--- config.mk ---
export PLATFORM = sky130hd
export DESIGN_NAME = register_content_tracker_lru_top
export DESIGN_NICKNAME = d
export VERILOG_FILES = /design/src/rtl/rct_pkg.sv /design/src/rtl/rct_tracker.sv /design/src/rtl/register_content_tracker_lru_top.sv
export SDC_FILE = /design/constraint.sdc
export NUM_CORES = 1
export LEC_CHECK = 0
export ABC_AREA = 0
export BUFFER_PORTS_ARGS = -buffer_cell sky130_fd_sc_hd__buf_2
export CORE_ASPECT_RATIO = 0.8
export CORE_MARGIN = 2
export CORE_UTILIZATION = 58
export DETAILED_ROUTE_END_ITERATION = 8
export GPL_TIMING_DRIVEN = 0
export PLACE_DENSITY_LB_ADDON = 0.05
export SYNTH_ARGS = -nofsm -noshare
export SYNTH_HDL_FRONTEND = slang
export SYNTH_SLANG_ARGS = --single-unit
--- constraint.sdc ---
create_clock -name clk -period 6.78 [get_ports clk]
set_input_delay 2.034 -clock clk [delete_from_list [all_inputs] [get_ports clk]]
set_output_delay 2.034 -clock clk [all_outputs]
set_load 0.03 [all_outputs]
--- src/rtl/rct_pkg.sv ---
// ---------------------------------------------------------------------------
// Register content tracker package
// Shared types, codes and defaults for the register content tracker.
// ---------------------------------------------------------------------------
package rct_pkg;

  localparam int TRACKED_ENTRIES_DEF = 8;
  localparam int LOAD_ENTRIES_DEF    = 4;
  localparam int KEY_DATA_BITS_DEF   = 32;

  localparam int CMD_W      = 2;
  localparam int KEY_KIND_W = 2;
  localparam int TARGET_W   = 3;
  localparam int RESULT_W   = 3;
  localparam int KIND_W     = 3;

  typedef enum logic [CMD_W-1:0] {
    CMD_LOOKUP     = 2'd0,
    CMD_UPDATE     = 2'd1,
    CMD_CLEAR_LOAD = 2'd2,
    CMD_CLEAR_ACC  = 2'd3
  } cmd_t;

  localparam logic [KIND_W-1:0] KIND_SYMBOL   = 3'd2;
  localparam logic [KIND_W-1:0] KIND_EMPTY    = 3'd4;
  localparam logic [KIND_W-1:0] KIND_RESERVED = 3'd5;

  typedef struct packed {
    logic [RESULT_W-1:0] reg_idx;
    logic                hit;
    logic                filled;
  } result_t;

endpackage

--- src/rtl/rct_tracker.sv ---
// ---------------------------------------------------------------------------
// Register content tracker state
// Holds the entry tags and load register ranks, matches a key against all
// entries and applies one command per fire.
// ---------------------------------------------------------------------------
module rct_tracker #(
  parameter int TRACKED_ENTRIES = rct_pkg::TRACKED_ENTRIES_DEF,
  parameter int LOAD_ENTRIES    = rct_pkg::LOAD_ENTRIES_DEF,
  parameter int KEY_DATA_BITS   = rct_pkg::KEY_DATA_BITS_DEF
) (
  input  logic                              clk,
  input  logic                              rst,
  input  logic                              fire,
  input  rct_pkg::cmd_t                     cmd,
  input  logic [rct_pkg::KEY_KIND_W-1:0]    key_kind,
  input  logic [KEY_DATA_BITS-1:0]          key_data,
  input  logic [rct_pkg::TARGET_W-1:0]      target_reg,
  output rct_pkg::result_t                  result
);

  localparam int IDX_W       = $clog2(TRACKED_ENTRIES);
  localparam int RANK_W      = $clog2(LOAD_ENTRIES);
  localparam int ACCUM_ENTRY = LOAD_ENTRIES + 2;
  localparam logic [RANK_W-1:0] RANK_TOP = RANK_W'(LOAD_ENTRIES - 1);

  logic [rct_pkg::KIND_W-1:0] tag_kind      [TRACKED_ENTRIES];
  logic [KEY_DATA_BITS-1:0]   tag_data      [TRACKED_ENTRIES];
  logic [rct_pkg::KIND_W-1:0] tag_kind_next [TRACKED_ENTRIES];
  logic [KEY_DATA_BITS-1:0]   tag_data_next [TRACKED_ENTRIES];
  logic [RANK_W-1:0]          ranks         [LOAD_ENTRIES];
  logic [RANK_W-1:0]          ranks_next    [LOAD_ENTRIES];

  logic [rct_pkg::KIND_W-1:0] key_kind_ext;
  logic [TRACKED_ENTRIES-1:0] match;
  logic                       found;
  logic [IDX_W-1:0]           found_idx;
  logic [IDX_W-1:0]           victim_idx;
  logic [IDX_W-1:0]           use_idx;
  logic                       promote_en;
  logic [RANK_W-1:0]          old_rank;

  assign key_kind_ext = {1'b0, key_kind};

  always_comb begin
    found      = 1'b0;
    found_idx  = '0;
    victim_idx = '0;
    for (int i = 0; i < TRACKED_ENTRIES; i++) begin
      match[i] = (tag_kind[i] == key_kind_ext) && (tag_data[i] == key_data);
    end
    for (int i = TRACKED_ENTRIES - 1; i >= 0; i--) begin
      if (match[i]) begin
        found     = 1'b1;
        found_idx = IDX_W'(i);
      end
    end
    for (int i = LOAD_ENTRIES - 1; i >= 0; i--) begin
      if (ranks[i] == '0) begin
        victim_idx = IDX_W'(i);
      end
    end
  end

  assign use_idx    = found ? found_idx : victim_idx;
  assign promote_en = (int'(use_idx) < LOAD_ENTRIES);

  always_comb begin
    old_rank = '0;
    for (int i = 0; i < LOAD_ENTRIES; i++) begin
      if (use_idx == IDX_W'(i)) begin
        old_rank = ranks[i];
      end
    end
  end

  always_comb begin
    for (int i = 0; i < LOAD_ENTRIES; i++) begin
      ranks_next[i] = ranks[i];
      if (cmd == rct_pkg::CMD_LOOKUP && promote_en) begin
        if (use_idx == IDX_W'(i)) begin
          ranks_next[i] = RANK_TOP;
        end else if (ranks[i] > old_rank) begin
          ranks_next[i] = ranks[i] - 1'b1;
        end
      end
    end
  end

  always_comb begin
    for (int i = 0; i < TRACKED_ENTRIES; i++) begin
      tag_kind_next[i] = tag_kind[i];
      tag_data_next[i] = tag_data[i];
      unique case (cmd)
        rct_pkg::CMD_LOOKUP: begin
          if (!found && victim_idx == IDX_W'(i)) begin
            tag_kind_next[i] = key_kind_ext;
            tag_data_next[i] = key_data;
          end
        end
        rct_pkg::CMD_UPDATE: begin
          if (key_kind_ext == rct_pkg::KIND_SYMBOL && match[i]) begin
            tag_kind_next[i] = rct_pkg::KIND_EMPTY;
          end
          if (int'(target_reg) == i) begin
            tag_kind_next[i] = key_kind_ext;
            tag_data_next[i] = key_data;
          end
        end
        rct_pkg::CMD_CLEAR_LOAD: begin
          if (i < LOAD_ENTRIES) begin
            tag_kind_next[i] = rct_pkg::KIND_EMPTY;
            tag_data_next[i] = '0;
          end
        end
        rct_pkg::CMD_CLEAR_ACC: begin
          if (i == ACCUM_ENTRY) begin
            tag_kind_next[i] = rct_pkg::KIND_EMPTY;
            tag_data_next[i] = '0;
          end
        end
        default: begin
          tag_kind_next[i] = tag_kind[i];
        end
      endcase
    end
  end

  always_ff @(posedge clk) begin
    if (rst) begin
      for (int i = 0; i < TRACKED_ENTRIES; i++) begin
        tag_kind[i] <= (i < LOAD_ENTRIES || i == ACCUM_ENTRY) ?
                       rct_pkg::KIND_EMPTY : rct_pkg::KIND_RESERVED;
        tag_data[i] <= '0;
      end
      for (int i = 0; i < LOAD_ENTRIES; i++) begin
        ranks[i] <= '0;
      end
    end else if (fire) begin
      tag_kind <= tag_kind_next;
      tag_data <= tag_data_next;
      ranks    <= ranks_next;
    end
  end

  always_comb begin
    result = '0;
    if (cmd == rct_pkg::CMD_LOOKUP) begin
      result.reg_idx = rct_pkg::RESULT_W'(use_idx);
      result.hit     = found;
      result.filled  = !found;
    end
  end

endmodule

--- src/rtl/register_content_tracker_lru_top.sv ---
// ---------------------------------------------------------------------------
// Register content tracker with LRU load register replacement
// Tracks which tag each register holds and picks load registers to refill.
// ---------------------------------------------------------------------------
// Usage:
//   The input channel (in_valid / in_ready) carries one command beat: cmd,
//   key_kind, key_data and target_reg. The output channel (out_valid /
//   out_ready) returns one beat per command: result_reg, hit and filled.
//   A beat is captured in an input register, matched against all tracked
//   entries from there, and its result lands in the output register. The
//   tag compare and rank update are combinational, so one beat is accepted
//   every cycle while the receiver keeps taking results.
//   When the receiver stalls, the result holds in the output register and
//   one more beat waits in the input register; in_ready then drops until the
//   output beat is taken. Reset empties the load registers and accumulator,
//   marks the other entries reserved, clears all ranks and drops both
//   pipeline registers.
// ---------------------------------------------------------------------------
module register_content_tracker_lru_top #(
  parameter int TRACKED_ENTRIES = rct_pkg::TRACKED_ENTRIES_DEF,
  parameter int LOAD_ENTRIES    = rct_pkg::LOAD_ENTRIES_DEF,
  parameter int KEY_DATA_BITS   = rct_pkg::KEY_DATA_BITS_DEF
) (
  input  logic                            clk,
  input  logic                            rst,
  input  logic                            in_valid,
  output logic                            in_ready,
  input  logic [rct_pkg::CMD_W-1:0]       cmd,
  input  logic [rct_pkg::KEY_KIND_W-1:0]  key_kind,
  input  logic [KEY_DATA_BITS-1:0]        key_data,
  input  logic [rct_pkg::TARGET_W-1:0]    target_reg,
  output logic                            out_valid,
  input  logic                            out_ready,
  output logic [rct_pkg::RESULT_W-1:0]    result_reg,
  output logic                            hit,
  output logic                            filled
);

  logic                           s1_valid;
  rct_pkg::cmd_t                  s1_cmd;
  logic [rct_pkg::KEY_KIND_W-1:0] s1_key_kind;
  logic [KEY_DATA_BITS-1:0]       s1_key_data;
  logic [rct_pkg::TARGET_W-1:0]   s1_target;
  logic                           advance;
  rct_pkg::result_t               result;

  assign advance  = s1_valid && (!out_valid || out_ready);
  assign in_ready = !s1_valid || advance;

  always_ff @(posedge clk) begin
    if (rst) begin
      s1_valid <= 1'b0;
    end else if (in_ready) begin
      s1_valid <= in_valid;
    end
    if (in_valid && in_ready) begin
      s1_cmd      <= rct_pkg::cmd_t'(cmd);
      s1_key_kind <= key_kind;
      s1_key_data <= key_data;
      s1_target   <= target_reg;
    end
  end

  rct_tracker #(
    .TRACKED_ENTRIES (TRACKED_ENTRIES),
    .LOAD_ENTRIES    (LOAD_ENTRIES),
    .KEY_DATA_BITS   (KEY_DATA_BITS)
  ) u_tracker (
    .clk        (clk),
    .rst        (rst),
    .fire       (advance),
    .cmd        (s1_cmd),
    .key_kind   (s1_key_kind),
    .key_data   (s1_key_data),
    .target_reg (s1_target),
    .result     (result)
  );

  always_ff @(posedge clk) begin
    if (rst) begin
      out_valid <= 1'b0;
    end else if (advance) begin
      out_valid <= 1'b1;
    end else if (out_ready) begin
      out_valid <= 1'b0;
    end
    if (advance) begin
      result_reg <= result.reg_idx;
      hit        <= result.hit;
      filled     <= result.filled;
    end
  end

endmodule

==> flow_metrics.py, run 1 <==
metrics = {
    "power": {
        "p_comb_share_pct": 10.4,
        "power_frac_clock_pct": 42.3,
        "cellPowerDensity_mw_per_mm2": 251.2,
        "switchingPower_mw": 1.161,
        "cell_internal_pwr_mw": 3.311,
        "p_sw_share_pct": 25.97,
        "seqPwrFrac_pct": 47.3,
        "vdd_drop_max_mv": 0.2181,
        "leakage_nw": 7.457,
    },
    "finish": {
        "multiInputGateArea_mm2": 0.008154,
        "top_register": "u_tracker.tag_data",
        "seq_area_mm2": 0.007127,
        "largest_registers": "u_tracker.tag_data x256, s1_key_data x32, u_tracker.tag_kind x24",
        "drive_above_1_share_pct": 9.115,
        "fill_cells": 2312,
        "final_nets": 1889,
        "fin_util_pct": 65.56,
        "syn_to_final_growth_pct": 11.41,
        "largest_reg_flops": 256,
    },
    "critical_path": {
        "critPathMaxFanout": 10,
        "crit_arrival_ns": 5.54,
        "cp_cell_sequence": "buf_2 -> xor2_1 -> nor4_1 -> nand4_1 -> nor3_1 -> and4bb_4 -> nand2_8 -> o32ai_4 -> mux2i_1 -> a22oi_1 -> ha_1 -> a21oi_1 -> a21oi_1 -> and3b_1 -> a21boi_1 -> a221oi_2",
        "crit_family": "simple AND/OR/NAND/NOR gates",
        "cp.required_ns": 7.21,
        "startpoint_type": "flop",
        "cp_common_cell": "a21oi_1",
        "path_buf_inv": 1,
        "slowest_delay_ns": 0.67,
        "end_kind": "flop",
        "path_class": "flop to flop",
        "crit_slowest_cell": "edfxtp_1",
        "reg2reg_slack_ns": 1.67,
    },
    "floorplanning": {
        "dieArea_mm2": 0.02891,
        "die_h_um": 152.5,
        "core-area_mm2": 0.02716,
        "ios": 50,
        "num_rows": 54,
        "die_w_um": 189.6,
        "start_util_pct": 58.85,
    },
    "route": {
        "vias_per_cell": 5.845,
        "antenna_left": 0,
        "dr.pass1.iters": 6,
        "drcViolationCount": 0,
        "wl_per_cell_um": 22.96,
        "wl_um": 50940,
        "vias": 12970,
        "drtIter0Drc": 1417,
    },
    "logic_synthesis": {
        "syn-num-nets": 1803,
        "synth_ff_type": "dfxtp_1",
        "synth.most_common_cell": "dfxtp_1",
        "synthCells": 1744,
        "ys_seq_area_share_pct": 44.59,
        "synth.distinct_cells": 54,
        "yosys-top-cells-area": "dfxtp_1 36%, xor2_1 14%, mux2i_1 8.8%, edfxtp_1 8.3%, nand2_1 5.3%",
        "synth.top_cell.area_share_pct": 36.32,
        "postSynthAreaPerCell_um2": 9.165,
        "async_flop_share_pct": 0,
        "synth_top_area_cell": "dfxtp_1",
        "syn_area_mm2": 0.01598,
        "synth_warnings": 0,
        "synthTopCellsByCount": "290 x dfxtp_1, 248 x xor2_1, 225 x nand2_1",
        "synth_edf_count": 44,
        "ys_ff_latch": 334,
    },
    "timing": {
        "rsz0062_at_grt": "no",
        "fin_crit_ns": 5.110,
        "slew_violations": 0,
        "max-slew-margin-rel_pct": 28.31,
        "final_hold_viol_count": 0,
        "worstMarginPinSlew_ns": 1.065,
        "fin_tns_setup_ns": 0,
        "final.period_utilization_pct": 75.37,
        "max_freq_mhz": 195.7,
        "skew_ns": 0.02428,
        "finalSetupViolCount": 0,
    },
    "grt": {
        "grt_max_degree": 37,
        "grt_pass1_vias": 12040,
        "grt_util_all_layers_pct": 34.67,
        "grt_pass1_wl_um": 74270,
        "grt_overflow_total": 0,
        "grt_antenna_before_repair": 2,
    },
    "placement": {
        "port_buffers": 48,
        "place_congestion": 0.9762,
        "dp_hpwl_um": 36880,
    },
    "clock_network": {
        "path_clk_slew_ns": 0.06,
        "root_buffer": "clkbuf_16",
        "cts_sinks": 334,
        "clk_latency_ns": 0.53,
        "htreeDepth": 2,
        "cts_buffers": 35,
        "ctsHoldBuffers": 0,
        "cts_max_path_buffers": 3,
        "cts_setup_buffers": 0,
        "ctsResizeCount": 0,
        "cts_tree": "yes",
    },
    "outcome": {
        "status": "finished clean",
    },
    "min_path": {
        "hp-class": "flop to flop",
    },
    "job": {
        "max_cap_violations": 0,
    },
}
==> metal layers <==
metal  vias to the layer above  share of wire [%]  GRT usage (%)
li1                       6033                  -              -
met1                      6180                 44          49.35
met2                       623                 41          49.76
met3                       135                 11          9.742
met4                         0                4.1          13.55
met5                         -                  0              0
==> worst reg2reg max path: cells and delay by family, from the launching register on <==
family / cells / cell delay (ns)
flops: 1 / 0.67
fa+ha+maj: 1 / 0.33
buf+inv: 1 / 0.48
compound gates: 6 / 1.22
xor+xnor: 1 / 0.13
mux: 1 / 0.16
simple gates: 6 / 2.03
==> power groups by stage <==
stage / clock network, mW / registers [mW] / logic, mW
after global placement: 0 / 2.16 / 0.443
after detailed placement: 0 / 2.16 / 0.448
after global routing: 1.97 / 2.12 / 0.492
after floorplan: 0 / 2.14 / 0.296
after CTS: 1.90 / 2.11 / 0.452
final: 1.89 / 2.12 / 0.465
==> layout make-up <==
class	count	share of cell area, %
flip-flops and latches	334	40.02
repair buffers	49	1.461
well taps	364	2.558
clock buffers	55	5.867
diodes	1	0.01405
plain buffers	125	3.471
multi-input cells	1262	45.79
clock inverters	6	0.3302
inverters	23	0.4848
==> worst paths after layout <==
kind | from | endpoint | cells after the start
max | s1_key_data[12] | u_tracker.ranks[4] | 16
max reg2reg | s1_key_data[12] | u_tracker.ranks[4] | 16
min | u_tracker.tag_data[78] | u_tracker.tag_data[78] | 2
min reg2reg | u_tracker.tag_data[78] | u_tracker.tag_data[78] | 2
==> logic make-up (layout without fill, tap and decap cells) <==
logic type               after synthesis  after routing  share of synthesized area, %
XOR/XNOR                             272            272                         14.90
AO/OA/AOI/OAI                        205            205                         7.436
flip-flops                           334            334                         44.59
multiplexers                         141            141                         8.830
other                                  0              1                             0
AND/OR/NAND/NOR                      628            628                         18.58
adder cells (fa/ha/maj)               16             16                         1.252
buffers and inverters                148            258                         4.407
==> metrics by stage <==
| stage | std cells | setup slack, ns | area, µm² | power, mW | hold slack (ns) |
|---|---|---|---|---|---|
| after floorplan | 1744 | 2.309 | 15980 | 2.435 | 0.4436 |
| after global placement | 2156 | 1.981 | 16680 | 2.600 | 0.4528 |
| after detailed placement | 2157 | 1.936 | 16700 | 2.606 | 0.4580 |
| after CTS | 2218 | 1.903 | 17800 | 4.468 | 0.4660 |
| after global routing | 2218 | 1.642 | 17800 | 4.585 | 0.4798 |
| final | 2219 | 1.670 | 17810 | 4.473 | 0.4666 |
==> cell usage in the layout, fill, tap and decap left out, types with 6 or more instances in the layout <==
master	netlist	layout
a21oi_1	150	150
buf_2	32	80
buf_4	13	13
buf_6	8	8
clkbuf_1	67	77
clkbuf_16	0	35
clkbuf_8	0	9
dfxtp_1	290	290
edfxtp_1	44	44
ha_1	16	16
inv_1	23	23
mux2i_1	141	141
nand2_1	225	225
nand2b_1	6	6
nand3_1	10	10
nand4_1	16	16
nor2_1	190	190
nor2b_1	36	36
nor3_1	9	9
nor3b_1	33	33
nor4_1	66	66
o211ai_1	7	7
o21ai_0	16	16
or3_1	8	8
xnor2_1	24	24
xor2_1	248	248
Note: power is estimated with default switching activity, not from simulation.
==> run 2, diff against run 1 <==
==> constraint.sdc (replaced) <==
create_clock -name clk -period 5 [get_ports clk]
set_input_delay 1.5 -clock clk [delete_from_list [all_inputs] [get_ports clk]]
set_output_delay 1.5 -clock clk [all_outputs]
set_load 0.03 [all_outputs]
==> run 2 against run 1 <==
Net effect: final area grew 0.11%; die area unchanged; register-to-register slack got worse by 1.5 ns; utilization rose by 0.069 points; clock power grew 36%; total power is 36% higher; clock skew shrank 0.0037 ns; clock-buffer cell count unchanged; global-route usage stayed put; non-clock buffer count unchanged; cell count is essentially flat; maximum frequency rose by 6.6%; critical endpoint unchanged; largest cell class unchanged.
==> flow_metrics.py, run 2 (synthesis results as in run 1) <==
metrics = {
    "finish": {
        "stdcell_area_mm2": 0.01783,
        "drive_above_1_share_pct": 9.277,
        "diodes": 0,
        "layout_common_cells": "290 x dfxtp_1, 248 x xor2_1, 225 x nand2_1, 190 x nor2_1, 150 x a21oi_1",
        "syn_to_final_growth_pct": 11.52,
        "largest_registers": "u_tracker.tag_data x256, s1_key_data x32, u_tracker.tag_kind x24",
        "final_nets": 1889,
        "top_register": "u_tracker.tag_data",
        "fin_cells": 2218,
        "largest_reg_flops": 256,
        "fill_cells": 2309,
        "final_common_cell": "dfxtp_1",
    },
    "floorplanning": {
        "start_util_pct": 58.85,
        "core-area_mm2": 0.02716,
        "num_rows": 54,
        "dieArea_mm2": 0.02891,
        "ios": 50,
        "die_w_um": 189.6,
        "die_h_um": 152.5,
    },
    "power": {
        "leakage_nw": 7.459,
        "power_mw": 6.067,
        "vdd_drop_max_mv": 0.2982,
        "p_sw_share_pct": 25.98,
        "power_frac_clock_pct": 42.3,
        "switchingPower_mw": 1.576,
        "cellPowerDensity_mw_per_mm2": 340.3,
        "p_comb_share_pct": 10.4,
        "seqPwrFrac_pct": 47.3,
        "cell_internal_pwr_mw": 4.491,
    },
    "critical_path": {
        "end_kind": "flop",
        "slowest_delay_ns": 0.68,
        "crit_start": "s1_key_data[24]",
        "crit_end": "u_tracker.ranks[4]",
        "rr_worst_depth": 13,
        "crit_family": "simple AND/OR/NAND/NOR gates",
        "crit_arrival_ns": 5.16,
        "r2r_start": "s1_key_data[24]",
        "r2r-end": "u_tracker.ranks[4]",
        "cp_cell_sequence": "xor2_1 -> nor4_1 -> nand4_1 -> or4_1 -> a311oi_1 -> o21ai_1 -> nand2b_1 -> o22ai_1 -> ha_1 -> a21oi_1 -> and3b_1 -> a21boi_1 -> a221oi_2",
        "cp.required_ns": 5.36,
        "startpoint_type": "flop",
        "crit_slowest_cell": "or4_1",
        "reg2reg_slack_ns": 0.21,
        "path_buf_inv": 0,
        "cp_num_cells": 13,
        "path_class": "flop to flop",
        "critPathMaxFanout": 5,
    },
    "grt": {
        "grt_overflow_total": 0,
        "grt_util_all_layers_pct": 34.67,
        "grt_pass1_vias": 12040,
        "grt_max_degree": 37,
        "grt_pass1_wl_um": 74270,
        "grt_antenna_before_repair": 2,
    },
    "placement": {
        "port_buffers": 48,
        "dp_hpwl_um": 36880,
        "place_congestion": 0.9762,
        "dp_cells": 2157,
        "pre_cts_ws_ns": 0.1555,
        "placedInstanceArea_mm2": 0.01670,
    },
    "route": {
        "wl_per_cell_um": 22.89,
        "dr.pass1.iters": 6,
        "vias": 12890,
        "antenna_left": 0,
        "vias_per_cell": 5.811,
        "drcViolationCount": 0,
        "wl_um": 50780,
        "drtIter0Drc": 1488,
    },
    "outcome": {
        "status": "finished clean",
    },
    "timing": {
        "final_hold_viol_count": 0,
        "fin_ws_ns": 0.2065,
        "max-slew-margin-rel_pct": 30.84,
        "finalSetupViolCount": 0,
        "max_freq_mhz": 208.6,
        "rsz0062_at_grt": "no",
        "worstMarginPinSlew_ns": 1.028,
        "final.period_utilization_pct": 95.87,
        "fin_crit_ns": 4.793,
        "slew_violations": 0,
        "skew_ns": 0.02060,
        "fin_tns_setup_ns": 0,
    },
    "clock_network": {
        "clk_latency_ns": 0.53,
        "htreeDepth": 2,
        "cts_tree": "yes",
        "cts_setup_buffers": 0,
        "cts_buffers": 35,
        "cts_max_path_buffers": 3,
        "path_clk_slew_ns": 0.06,
        "cts_sinks": 334,
        "root_buffer": "clkbuf_16",
    },
    "job": {
        "max_cap_violations": 0,
    },
    "min_path": {
        "hp-class": "flop to flop",
        "holdPathStages": 2,
    },
}
==> run 2: changes by cell type in the layout (fill, tap and decap cells not counted), sizes merged <==
cell / before / now
buf: 107 / 105
clkbuf: 122 / 124
diode: 1 / 0
==> run 2: repair_timing <==
action / CTS / global route
setup endpoints to repair: 0 / 6
endpoints found under the hold margin: 0 / 0
resized for setup: 0 / 5
hold buffers: 0 / 0
==> run 2: area by class of cell <==
| cell class | instances | area, µm² | share of cell area (%) |
|---|---|---|---|
| Multi-Input combinational cell | 1262 | 8170 | 45.83 |
| Sequential cell | 334 | 7127 | 39.98 |
| Clock buffer | 55 | 1045 | 5.861 |
| Buffer | 125 | 623.1 | 3.495 |
| Tap cell | 364 | 455.4 | 2.555 |
| Timing Repair Buffer | 49 | 260.3 | 1.460 |
| Inverter | 23 | 86.33 | 0.4843 |
| Clock inverter | 6 | 58.81 | 0.3299 |
==> run 2: power by group through the flow <==
stage / Sequential, mW / Clock [mW] / Combinational, mW
final: 2.87 / 2.57 / 0.632
after global routing: 2.87 / 2.68 / 0.668
after CTS: 2.87 / 2.58 / 0.612
after detailed placement: 2.93 / 0 / 0.608
after global placement: 2.92 / 0 / 0.601
after floorplan: 2.90 / 0 / 0.402
==> run 2: worst min-delay path by stage <==
stage / start / endpoint / slack [ns]
6_report: u_tracker.tag_data[78] / u_tracker.tag_data[78] / 0.47
5_1_grt: u_tracker.tag_data[17] / u_tracker.tag_data[17] / 0.48
4_1_cts: u_tracker.tag_data[73] / u_tracker.tag_data[73] / 0.47
3_5_place_dp: u_tracker.tag_data[29] / u_tracker.tag_data[29] / 0.46
3_3_place_gp: u_tracker.tag_data[9] / u_tracker.tag_data[9] / 0.45
2_1_floorplan: u_tracker.tag_kind[3] / u_tracker.tag_kind[3] / 0.44
==> run 2: stage by stage <==
| step | hold slack (ns) | util [%] |
|---|---|---|
| floorplan | 0.4436 | - |
| global placement | 0.4528 | 61.41 |
| detailed placement | 0.4580 | 61.49 |
| CTS | 0.4660 | 65.55 |
| global route | 0.4798 | 65.63 |
| finish | 0.4664 | 65.63 |
==> run 2: worst register-to-register path, delay by kind of cell, from the launching register on <==
family / cells / cell delay, ns
AO/OA/AOI/OAI: 6 / 1.60
XOR/XNOR: 1 / 0.23
adder cells (fa/ha/maj): 1 / 0.32
flip-flops: 1 / 0.54
AND/OR/NAND/NOR: 5 / 1.94
==> run 2: per-layer routing <==
metal | GRT usage [%] | routed length [µm] | vias to the layer above
met5 | 0 | 0 | -
li1 | - | - | 6042
met3 | 9.742 | 5328 | 131
met4 | 13.55 | 2067 | 0
met1 | 49.35 | 22660 | 6108
met2 | 49.76 | 20730 | 608
